## src/rtl/fvt_pkg.sv

```systemverilog
// ----------------------------------------------------------------------------
// fvt_pkg: shared definitions for the variable-tap FIR filter
// Field widths, action codes, default depth and sequencer state type.
// ----------------------------------------------------------------------------
package fvt_pkg;

	localparam int SAMPLE_W     = 16;
	localparam int COEFF_W      = 16;
	localparam int ACC_W        = 40;
	localparam int TAPS_W       = 5;
	localparam int INDEX_W      = 4;
	localparam int FRAC_W       = 15;
	localparam int MAX_TAPS_DEF = 16;

	localparam logic ACTION_SAMPLE = 1'b0;
	localparam logic ACTION_COEFF  = 1'b1;

	typedef enum logic [2:0] {
		ST_IDLE,
		ST_RUN,
		ST_DRAIN,
		ST_ROUND
	} fvt_state_t;

endpackage

```

## src/rtl/fir_filter_variable_taps_unit.sv

```systemverilog
// ----------------------------------------------------------------------------
// fir_filter_variable_taps_unit: direct-form FIR filter with run-time tap count
// One shared 16x16 multiply-accumulate unit walks the taps of each sample.
// ----------------------------------------------------------------------------
// A sample transfer passes through these steps before the next input
// transfer can be taken: the unit accepts and stores the sample, runs each
// tap on the single multiply-accumulate unit (its operands come from the
// coefficient and history memories, each with one registered read port),
// drains the last product, then rounds, saturates and loads the output
// register. A coefficient-write transfer is taken while idle and gives no
// result. The finished result sits in an output register, so the next sample
// is taken while an earlier result still waits; the unit only holds in its
// rounding step when that register is still full. Writing tap_count (saturated
// to 1..MAX_TAPS) clears the sample history and the write pointer; the
// configuration port is always ready and must only be used while the unit is
// idle. Sums are exact in 40 bits and rounded half up to Q1.15.
// ----------------------------------------------------------------------------
module fir_filter_variable_taps_unit #(
	parameter int MAX_TAPS = fvt_pkg::MAX_TAPS_DEF
) (
	input  logic                               clk,
	input  logic                               arst_n,
	// Configuration write channel (tap_count).
	input  logic                               cfg_valid,
	output logic                               cfg_ready,
	input  logic [fvt_pkg::TAPS_W-1:0]         cfg_data,
	// Input channel.
	input  logic                               in_valid,
	output logic                               in_stall,
	input  logic                               action,
	input  logic signed [fvt_pkg::SAMPLE_W-1:0] sample,
	input  logic                               clear,
	input  logic [fvt_pkg::INDEX_W-1:0]        coeff_index,
	input  logic signed [fvt_pkg::COEFF_W-1:0] coeff_value,
	// Output channel.
	output logic                               out_valid,
	input  logic                               out_stall,
	output logic signed [fvt_pkg::SAMPLE_W-1:0] filtered_sample,
	output logic                               saturated
);
	import fvt_pkg::*;

	// Address width of the memories and width of the tap count register.
	localparam int AW = (MAX_TAPS > 1) ? $clog2(MAX_TAPS) : 1;
	localparam int TW = $clog2(MAX_TAPS + 1);
	localparam int RW = SAMPLE_W + ACC_W - FRAC_W - SAMPLE_W; // rounded sum width
	localparam int PW = SAMPLE_W + COEFF_W;

	fvt_state_t state_q, state_d;

	logic [TW-1:0] tap_count_q;
	logic [AW-1:0] wr_ptr_q;
	logic [AW-1:0] k_q;
	logic [AW-1:0] j_q;
	logic [MAX_TAPS-1:0] hist_vld_q;
	logic [MAX_TAPS-1:0] coef_vld_q;

	logic signed [SAMPLE_W-1:0] hist_mem [MAX_TAPS];
	logic signed [COEFF_W-1:0]  coef_mem [MAX_TAPS];

	logic signed [SAMPLE_W-1:0] hist_rd_s1;
	logic signed [COEFF_W-1:0]  coef_rd_s1;
	logic                       hist_v_s1;
	logic                       coef_v_s1;
	logic                       rd_v_s1;

	logic signed [ACC_W-1:0]    acc_q;

	logic                       out_valid_q;
	logic signed [SAMPLE_W-1:0] out_sample_q;
	logic                       out_sat_q;

	// Handshake and sequencer controls.
	logic in_acc;
	logic cfg_acc;
	logic smp_acc;
	logic coef_acc;
	logic rd_en;
	logic out_load;
	logic out_take;

	logic [AW-1:0] ptr_eff;
	logic [AW:0]   ptr_inc;
	logic [AW-1:0] ptr_next;
	logic [AW-1:0] tap_last;
	logic [TW-1:0] tap_new;

	logic signed [PW-1:0]    prod;
	logic signed [ACC_W-1:0] rnd_sum;
	logic signed [RW-1:0]    rnd_q;
	logic                    rnd_ovf;

	assign cfg_ready = 1'b1;
	assign cfg_acc   = cfg_valid & cfg_ready;
	assign in_acc    = in_valid & ~in_stall;
	assign smp_acc   = in_acc & (action == ACTION_SAMPLE);
	assign coef_acc  = in_acc & (action == ACTION_COEFF)
		& (32'(coeff_index) < 32'(MAX_TAPS));
	assign out_take  = out_valid_q & ~out_stall;

	// Saturate the written tap count to 1..MAX_TAPS.
	always_comb begin
		if (cfg_data == '0) begin
			tap_new = TW'(1);
		end else if (32'(cfg_data) > 32'(MAX_TAPS)) begin
			tap_new = TW'(MAX_TAPS);
		end else begin
			tap_new = TW'(cfg_data);
		end
	end

	// A clear request restarts the history at entry zero.
	assign ptr_eff  = clear ? '0 : wr_ptr_q;
	assign ptr_inc  = {1'b0, ptr_eff} + 1'b1;
	assign ptr_next = (32'(ptr_inc) >= 32'(tap_count_q)) ? '0 : ptr_eff + 1'b1;
	assign tap_last = AW'(tap_count_q - 1'b1);

	// Sequencer next state.
	always_comb begin
		state_d = state_q;
		unique case (state_q)
			ST_IDLE: begin
				if (smp_acc) begin
					state_d = ST_RUN;
				end
			end
			ST_RUN: begin
				if (k_q == tap_last) begin
					state_d = ST_DRAIN;
				end
			end
			ST_DRAIN: begin
				state_d = ST_ROUND;
			end
			ST_ROUND: begin
				if (!out_valid_q || !out_stall) begin
					state_d = ST_IDLE;
				end
			end
			default: begin
				state_d = ST_IDLE;
			end
		endcase
	end

	// Sequencer outputs.
	always_comb begin
		in_stall = 1'b1;
		rd_en    = 1'b0;
		out_load = 1'b0;
		unique case (state_q)
			ST_IDLE:  in_stall = 1'b0;
			ST_RUN:   rd_en    = 1'b1;
			ST_DRAIN: rd_en    = 1'b0;
			ST_ROUND: out_load = ~out_valid_q | ~out_stall;
			default:  in_stall = 1'b1;
		endcase
	end

	always_ff @(posedge clk or negedge arst_n) begin
		if (!arst_n) begin
			state_q <= ST_IDLE;
		end else begin
			state_q <= state_d;
		end
	end

	// Tap count, write pointer and history valid bits. An entry whose valid
	// bit is low reads as zero, which stands in for clearing the memory.
	always_ff @(posedge clk or negedge arst_n) begin
		if (!arst_n) begin
			tap_count_q <= TW'(1);
			wr_ptr_q    <= '0;
			hist_vld_q  <= '0;
		end else if (cfg_acc) begin
			tap_count_q <= tap_new;
			wr_ptr_q    <= '0;
			hist_vld_q  <= '0;
		end else if (smp_acc) begin
			wr_ptr_q   <= ptr_next;
			hist_vld_q <= (clear ? '0 : hist_vld_q) | (MAX_TAPS'(1) << ptr_eff);
		end
	end

	always_ff @(posedge clk or negedge arst_n) begin
		if (!arst_n) begin
			coef_vld_q <= '0;
		end else if (coef_acc) begin
			coef_vld_q[AW'(coeff_index)] <= 1'b1;
		end
	end

	// History and coefficient memories with registered reads.
	always_ff @(posedge clk) begin
		if (smp_acc) begin
			hist_mem[ptr_eff] <= sample;
		end
		if (rd_en) begin
			hist_rd_s1 <= hist_mem[j_q];
		end
	end

	always_ff @(posedge clk) begin
		if (coef_acc) begin
			coef_mem[AW'(coeff_index)] <= coeff_value;
		end
		if (rd_en) begin
			coef_rd_s1 <= coef_mem[k_q];
		end
	end

	// Tap walk: k counts coefficients up, j steps back through the history.
	always_ff @(posedge clk) begin
		if (smp_acc) begin
			k_q <= '0;
			j_q <= ptr_eff;
		end else if (rd_en) begin
			k_q <= k_q + 1'b1;
			j_q <= (j_q == '0) ? tap_last : j_q - 1'b1;
		end
		if (rd_en) begin
			hist_v_s1 <= hist_vld_q[j_q];
			coef_v_s1 <= coef_vld_q[k_q];
		end
	end

	always_ff @(posedge clk or negedge arst_n) begin
		if (!arst_n) begin
			rd_v_s1 <= 1'b0;
		end else begin
			rd_v_s1 <= rd_en;
		end
	end

	// Shared multiply-accumulate unit.
	assign prod = (hist_v_s1 && coef_v_s1) ? PW'(hist_rd_s1 * coef_rd_s1) : '0;

	always_ff @(posedge clk) begin
		if (smp_acc) begin
			acc_q <= '0;
		end else if (rd_v_s1) begin
			acc_q <= acc_q + ACC_W'(prod);
		end
	end

	// Round half up to Q1.15, then clip to the 16-bit range.
	assign rnd_sum = acc_q + ACC_W'(1 << (FRAC_W - 1));
	assign rnd_q   = rnd_sum[ACC_W-1:FRAC_W];
	assign rnd_ovf = (rnd_q[RW-1:SAMPLE_W-1] != '0) && (rnd_q[RW-1:SAMPLE_W-1] != '1);

	always_ff @(posedge clk or negedge arst_n) begin
		if (!arst_n) begin
			out_valid_q <= 1'b0;
		end else if (out_load) begin
			out_valid_q <= 1'b1;
		end else if (out_take) begin
			out_valid_q <= 1'b0;
		end
	end

	always_ff @(posedge clk) begin
		if (out_load) begin
			out_sat_q <= rnd_ovf;
			if (!rnd_ovf) begin
				out_sample_q <= rnd_q[SAMPLE_W-1:0];
			end else if (rnd_q[RW-1]) begin
				out_sample_q <= {1'b1, {(SAMPLE_W-1){1'b0}}};
			end else begin
				out_sample_q <= {1'b0, {(SAMPLE_W-1){1'b1}}};
			end
		end
	end

	assign out_valid       = out_valid_q;
	assign filtered_sample = out_sample_q;
	assign saturated       = out_sat_q;

endmodule

```

## config.mk

```make
export PLATFORM = sky130hd
export DESIGN_NAME = fir_filter_variable_taps_unit
export DESIGN_NICKNAME = d
export VERILOG_FILES = /design/src/rtl/fvt_pkg.sv /design/src/rtl/fir_filter_variable_taps_unit.sv
export SDC_FILE = /design/constraint.sdc
export NUM_CORES = 2
export LEC_CHECK = 0
export BUFFER_PORTS_ARGS = -buffer_cell sky130_fd_sc_hd__buf_2
export CORE_AREA = 3 3 266 268
export DETAILED_ROUTE_END_ITERATION = 16
export DIE_AREA = 0 0 269 271
export PLACE_DENSITY = 0.71
export SYNTH_ARGS = -nofsm -noshare
export SYNTH_HDL_FRONTEND = slang
export SYNTH_SLANG_ARGS = --single-unit
```

## constraint.sdc

```tcl
create_clock -name clk -period 11.23 [get_ports clk]
set_input_delay 1.123 -clock clk [delete_from_list [all_inputs] [get_ports clk]]
set_output_delay 1.123 -clock clk [all_outputs]
set_load 0.1 [all_outputs]
```

==> Word level (Yosys, flattened, before mapping) <==
Memory sizes are Yosys's and may differ from the RTL's. A register that Yosys moved wholly into a read port is not among the register bits.
Index checks and enable logic that the tools add are counted.
Widths: inputs -> output; s select.
{ "classes": {"n_addsub": 7, "n_mul": 1, "div_mod_pow": 0, "n_lt_le_gt_ge": 6, "n_eq_ne": 8, "shift": 1, "muxes": 34, "bitwise": 10, "reduce_logical": 14} }
{ "op_table": {"columns": ["operator", "n"], "rows": [
  ["$mux 16", 5],
  ["$add 40x16->40 const B", 1],
  ["$add 40x32->40", 1],
  ["$mul 16x16->32", 1],
  ["$mux 32", 1],
  ["$or 16x16->16", 2],
  ["$mux 4", 7],
  ["$shl 1x4->16 const A", 1],
  ["$lt 4x5->1 const B", 3],
  ["$mux 1", 12],
  ["$pmux 3 s4", 1],
  ["$mux 5", 2],
  ["$ne 10x10->1 const B", 1],
  ["$reduce_bool 10->1", 1],
  ["$mux 3", 3],
  ["$add 4x1->4 const B", 2],
  ["$bmux 1 s4", 2],
  ["$sub 4x1->4 const B", 2],
  ["$eq 3x2->1 const B", 2],
  ["$ne 2x2->1 const B", 3],
  ["$reduce_bool 2->1", 3],
  ["$add 4x1->5 const B", 1],
  ["$ge 5x5->1", 1],
  ["$gt 5x5->1 const B", 1],
  ["other kinds (14)", 22]
]} }
{ "word_totals": {"regBits": 113, "latch_bits": 0, "mem_bits_rw": 512, "mem_bits_ro": 0, "input_bits": 48, "output_inout_bits": 20, "elab_cells": 97, "memories": 2} }
{ "memory_table": {"columns": ["memory", "words", "width", "rd", "rd_clocked_by_memory_dff", "write_ports", "line_no", "text"], "rows": [
  ["coef_mem", 16, 16, 1, 1, 1, "fir_filter_variable_taps_unit.sv:59", "logic signed [COEFF_W-1:0] coef_mem [MAX_TAPS];"],
  ["hist_mem", 16, 16, 1, 1, 1, "fir_filter_variable_taps_unit.sv:58", "logic signed [SAMPLE_W-1:0] hist_mem [MAX_TAPS];"]
]} }

==> Depth between registers and ports, before layout <==
{ "logic_depth": {"word_depth": 6, "mapped_depth": 36, "mapped_depth_nobuf": 34} }

==> Worst setup path after synthesis <==
No wires, ideal clock.
{ "synth_timing": {"kind": "flip-flop to flip-flop", "start": "register coef_rd_s1[7] (read register of coef_mem)", "end": "register acc_q[39]", "setup_ns": 0.131, "arrival_time_ns": 7.892, "t_required_ns": 11.099, "slack_ns": 3.207, "path_stages_with_launch": 36, "path_buffers": 2, "synth_period_minus_slack_ns": 8.023, "path_cell_list": "edfxtp_1 -> clkbuf_1 -> nand2_1 -> fa_1 -> inv_1 -> fa_1 -> inv_1 -> fa_1 -> inv_1 -> fa_1 -> fa_1 -> inv_1 -> fa_1 -> inv_1 -> ha_1 -> a21oi_1 -> nand2_1 -> a21oi_1 -> o21ai_1 -> or3_1 -> o211ai_1 -> a31oi_1 -> o21ai_1 -> nand3_1 -> nor3b_1 -> ha_1 -> buf_2 -> nand4_1 -> nor3_1 -> nand4_1 -> or3_1 -> nand3_2 -> nand4_1 -> a211oi_1 -> o31ai_2 -> nor3b_2"} }
{ "synth_via": {"elab_chain_len": 3} }
{ "synth_lines": {"columns": ["item", "line_no", "text"], "rows": [
  ["from (decl)", "fir_filter_variable_taps_unit.sv:62", "logic signed [COEFF_W-1:0] coef_rd_s1;"],
  ["$mul 16x16->32", "fir_filter_variable_taps_unit.sv:236", "assign prod = (hist_v_s1 && coef_v_s1) ? PW'(hist_rd_s1 * coef_rd_s1) : '0;"],
  ["$mux 32", "fir_filter_variable_taps_unit.sv:236", null],
  ["$add 40x32->40", "fir_filter_variable_taps_unit.sv:242", "acc_q <= acc_q + ACC_W'(prod);"],
  ["to (signal assigned)", "fir_filter_variable_taps_unit.sv:242", null],
  ["to (decl)", "fir_filter_variable_taps_unit.sv:67", "logic signed [ACC_W-1:0] acc_q;"]
]} }
No other way between the ends.
A chain may end at the register's enable or synchronous reset.

==> Final worst setup path <==
{ "layout_timing": {"start": "register coef_rd_s1[1] (read register of coef_mem)", "end": "register acc_q[39]"} }
The elaborated chain is that of the path after synthesis.

==> impl_table.tex <==
\begin{tabular}{lr}
\hline
Metric & Value \\
\hline
\multicolumn{2}{l}{\textbf{Clocking}} \\
\quad Clock sink count & 656 \\
\quad Number of buffers inserted for hold repair after clock tree synthesis & 0 \\
\quad Resized Gates After CTS & 0 \\
\quad Max Root-Sink Buffers & 3 \\
\quad Clock H-tree levels & 3 \\
\quad Number of post-CTS setup repair buffers & 0 \\
\quad Clock buffers created by TritonCTS & 71 \\
\quad Clock latency at the later pin of the worst-skew pair & 620 ps \\
\quad CTS Root Cell & clkbuf\_16 \\
\quad Clock tree from TritonCTS & built \\
\quad Reg clk slew, reported paths & 70 ps \\
\multicolumn{2}{l}{\textbf{Synthesis}} \\
\quad Number of flops mapped to enable cells by yosys & 567 \\
\quad Most used standard cell by instance count after synthesis & edfxtp\_1 \\
\quad Synthesized area divided by synthesized cell count & 14.1 um2 \\
\quad Proportion of register bits with asynchronous set or reset after synthesis & 6.86\% \\
\quad \#FFs+latches synth & 656 \\
\quad Fraction of the yosys area taken by sequential cells & 50.8\% \\
\quad Commonest cells in the netlist & edfxtp\_1 (567), inv\_1 (320), fa\_1 (263), mux4\_2 (170), nand2\_1 (159) \\
\quad Top flip-flop cell by instance count after synthesis & edfxtp\_1 \\
\quad Net Count, Synth & 3,107 \\
\quad Synth Warn \# & 0 \\
\quad Largest cells by area after synthesis & edfxtp\_1 (45\%), fa\_1 (14\%), mux4\_2 (10\%) \\
\quad Count of mapped cells out of synthesis & 2,656 \\
\quad Count of cell types in the netlist & 81 \\
\quad Cell type with the largest total area after synthesis & edfxtp\_1 \\
\quad Area of the mapped netlist & 37,500 um2 \\
\quad Area share of the leading cell type in the synthesized netlist & 45.4\% \\
\multicolumn{2}{l}{\textbf{Floorplanning}} \\
\quad Die Y & 271 um \\
\quad Number of placement rows & 96 \\
\quad Overall die width & 269 um \\
\quad Initial standard-cell utilization of the core & 54.7\% \\
\quad Top Ports & 68 \\
\quad Area of the core & 68,600 um2 \\
\quad Die area & 72,900 um2 \\
\multicolumn{2}{l}{\textbf{GRT}} \\
\quad Gr ovfl total & 0 \\
\quad Global-route wire length before repair & 133,000 um \\
\quad Antenna violations before repair & 7 \\
\quad Largest net degree at the start of global routing & 73 \\
\quad Number of global-route vias before repair & 23.1k \\
\quad GRT Util Overall & 24.0\% \\
\multicolumn{2}{l}{\textbf{Detailed routing}} \\
\quad DRT Wirelength & 84,100 um \\
\quad Routed wire length per instance & 22.5 um \\
\quad Vias after detailed routing & 21.6k \\
\quad DRT iter0 DRCs & 1,872 \\
\quad Routed Antenna Nets & 0 \\
\quad Number of remaining DRC errors & 0 \\
\quad Detailed Routing Iterations Pass 1 & 5 \\
\quad Via count normalized by instance count & 5.79 \\
\multicolumn{2}{l}{\textbf{STA}} \\
\quad Final worst-path cycle share & 80.2\% \\
\quad Setup TNS & 0 ps \\
\quad Setup repair after global routing missed its margin & false \\
\quad Number of slew-limit violations in the final report & 0 \\
\quad Max Clock Skew & 26.9 ps \\
\quad Worst-Margin Slew & 1200 ps \\
\quad Final worst path period need & 9000 ps \\
\quad Worst slew margin relative to its limit & 20.1\% \\
\quad Hold violation total from the final report & 0 \\
\quad Final setup vio count & 0 \\
\quad Fmax & 111 MHz \\
\quad Worst hold slack & 462 ps \\
\multicolumn{2}{l}{\textbf{Final layout}} \\
\quad Layout net count & 3,189 \\
\quad Synth-to-Final Area Change & 10.3\% \\
\quad Share of cells above drive strength 1 & 16.2\% \\
\multicolumn{2}{l}{\textbf{Setup path}} \\
\quad Capturing element type of the critical path & register \\
\quad Arrival time of the worst setup path & 9480 ps \\
\quad CP peak stage delay & 900 ps \\
\quad CP Max Fanout & 16 \\
\quad Kind of launch point of the worst setup path & register \\
\quad Req. time, crit path & 11,710 ps \\
\quad Kind of critical path & reg2reg \\
\quad CP max-delay cell & fa\_1 \\
\quad Most frequent CP cell & fa\_1 \\
\multicolumn{2}{l}{\textbf{Place}} \\
\quad \# port buffers & 66 \\
\quad RePlAce Congestion & 0.862 \\
\quad Half-perimeter wire length after detailed placement & 56,100 um \\
\multicolumn{2}{l}{\textbf{Min path}} \\
\quad Hold crit path type & reg2reg \\
\multicolumn{2}{l}{\textbf{Job}} \\
\quad Number of max-capacitance violations reported & 0 \\
\multicolumn{2}{l}{\textbf{Outcome}} \\
\quad Outcome & completed \\
\hline
\end{tabular}
## routing by layer
metal  part of all wire (%)  up-vias  global-route usage [%]  wire length, um
li1                       -     9574                       -                -
met1                     40    11100                    32.3            33800
met2                     49      706                    39.2            41600
met3                    6.8      194                    4.77             5730
met4                    3.5        4                    8.69             2970
met5                  0.029        -                       0               24
## cell families after synthesis
kind of cell | count (synthesis) | share of synthesized area, %
flops | 656 | 50.8
simple gates | 633 | 8.65
buf+inv | 422 | 4.28
fa+ha+maj | 403 | 18.7
compound gates | 240 | 4.13
mux | 217 | 11.5
xor+xnor | 84 | 1.96
other cells | 1 | 0.0100
## state kept, by name, indices dropped and copies added (netlist names), 5 cells and up
register         flops
acc_q               40
filtered_sample     16
coef_mem           256
hist_rd_s1          16
hist_vld_q          16
tap_count_q          5
hist_mem           256
coef_rd_s1          16
coef_vld_q          16
## critical path: cells and delay by family (launching register included)
kind,cells,cell delay (ps)
AOI/OAI and AO/OA,7,1580
adders and majority gates,8,4300
DFF,1,730
buffers and inverters,3,250
and+or+nand+nor,10,1990
## metrics by stage
step           cell area (um2)  util, %  cells  worst slack, ps
2_1_floorplan            37500        -   2656             3210
3_3_place_gp             39000     56.8   3596             2630
3_5_place_dp             39000     56.8   3596             2370
4_1_cts                  41300     60.3   3725             2300
5_1_grt                  41300     60.3   3726             1640
6_report                 41300     60.3   3728             2230
## final timing paths
path	slack, ps	end	from	cells past startpoint
max	2230	acc_q[39]	coef_rd_s1[1]	28
min	460	coef_vld_q[10]	coef_vld_q[10]	1
max reg2reg	2230	acc_q[39]	coef_rd_s1[1]	28
min reg2reg	460	coef_vld_q[10]	coef_vld_q[10]	1
max in group asynchronous	9810	rd_v_s1	arst_n	1
min in group asynchronous	690	out_valid	arst_n	1
## layout by cell type, fill, tap and decap left out, types with 44 or more instances in the layout
master / Yosys / final
edfxtp_1: 567 / 567
inv_1: 320 / 320
fa_1: 263 / 263
mux4_2: 170 / 170
nand2_1: 159 / 159
and2_1: 145 / 145
ha_1: 140 / 139
nor2_1: 135 / 124
clkbuf_16: 0 / 72
a21oi_1: 69 / 69
buf_2: 3 / 66
o21ai_0: 46 / 46
mux2i_1: 45 / 45
buf_4: 3 / 44
## final cells by class
type / count / area [um2]
Inverter: 321 / 1200
Timing Repair Buffer: 110 / 661
Fill cell: 5132 / 27200
Tap cell: 931 / 1160
Sequential cell: 656 / 19000
Clock buffer: 82 / 1840
Clock inverter: 47 / 507
Multi-Input combinational cell: 1578 / 16900
Antenna cell: 3 / 7.51
Power is left out: the tool's default activity adds up to more than one toggle a clock period on the data nets, which glitch-free logic cannot reach.
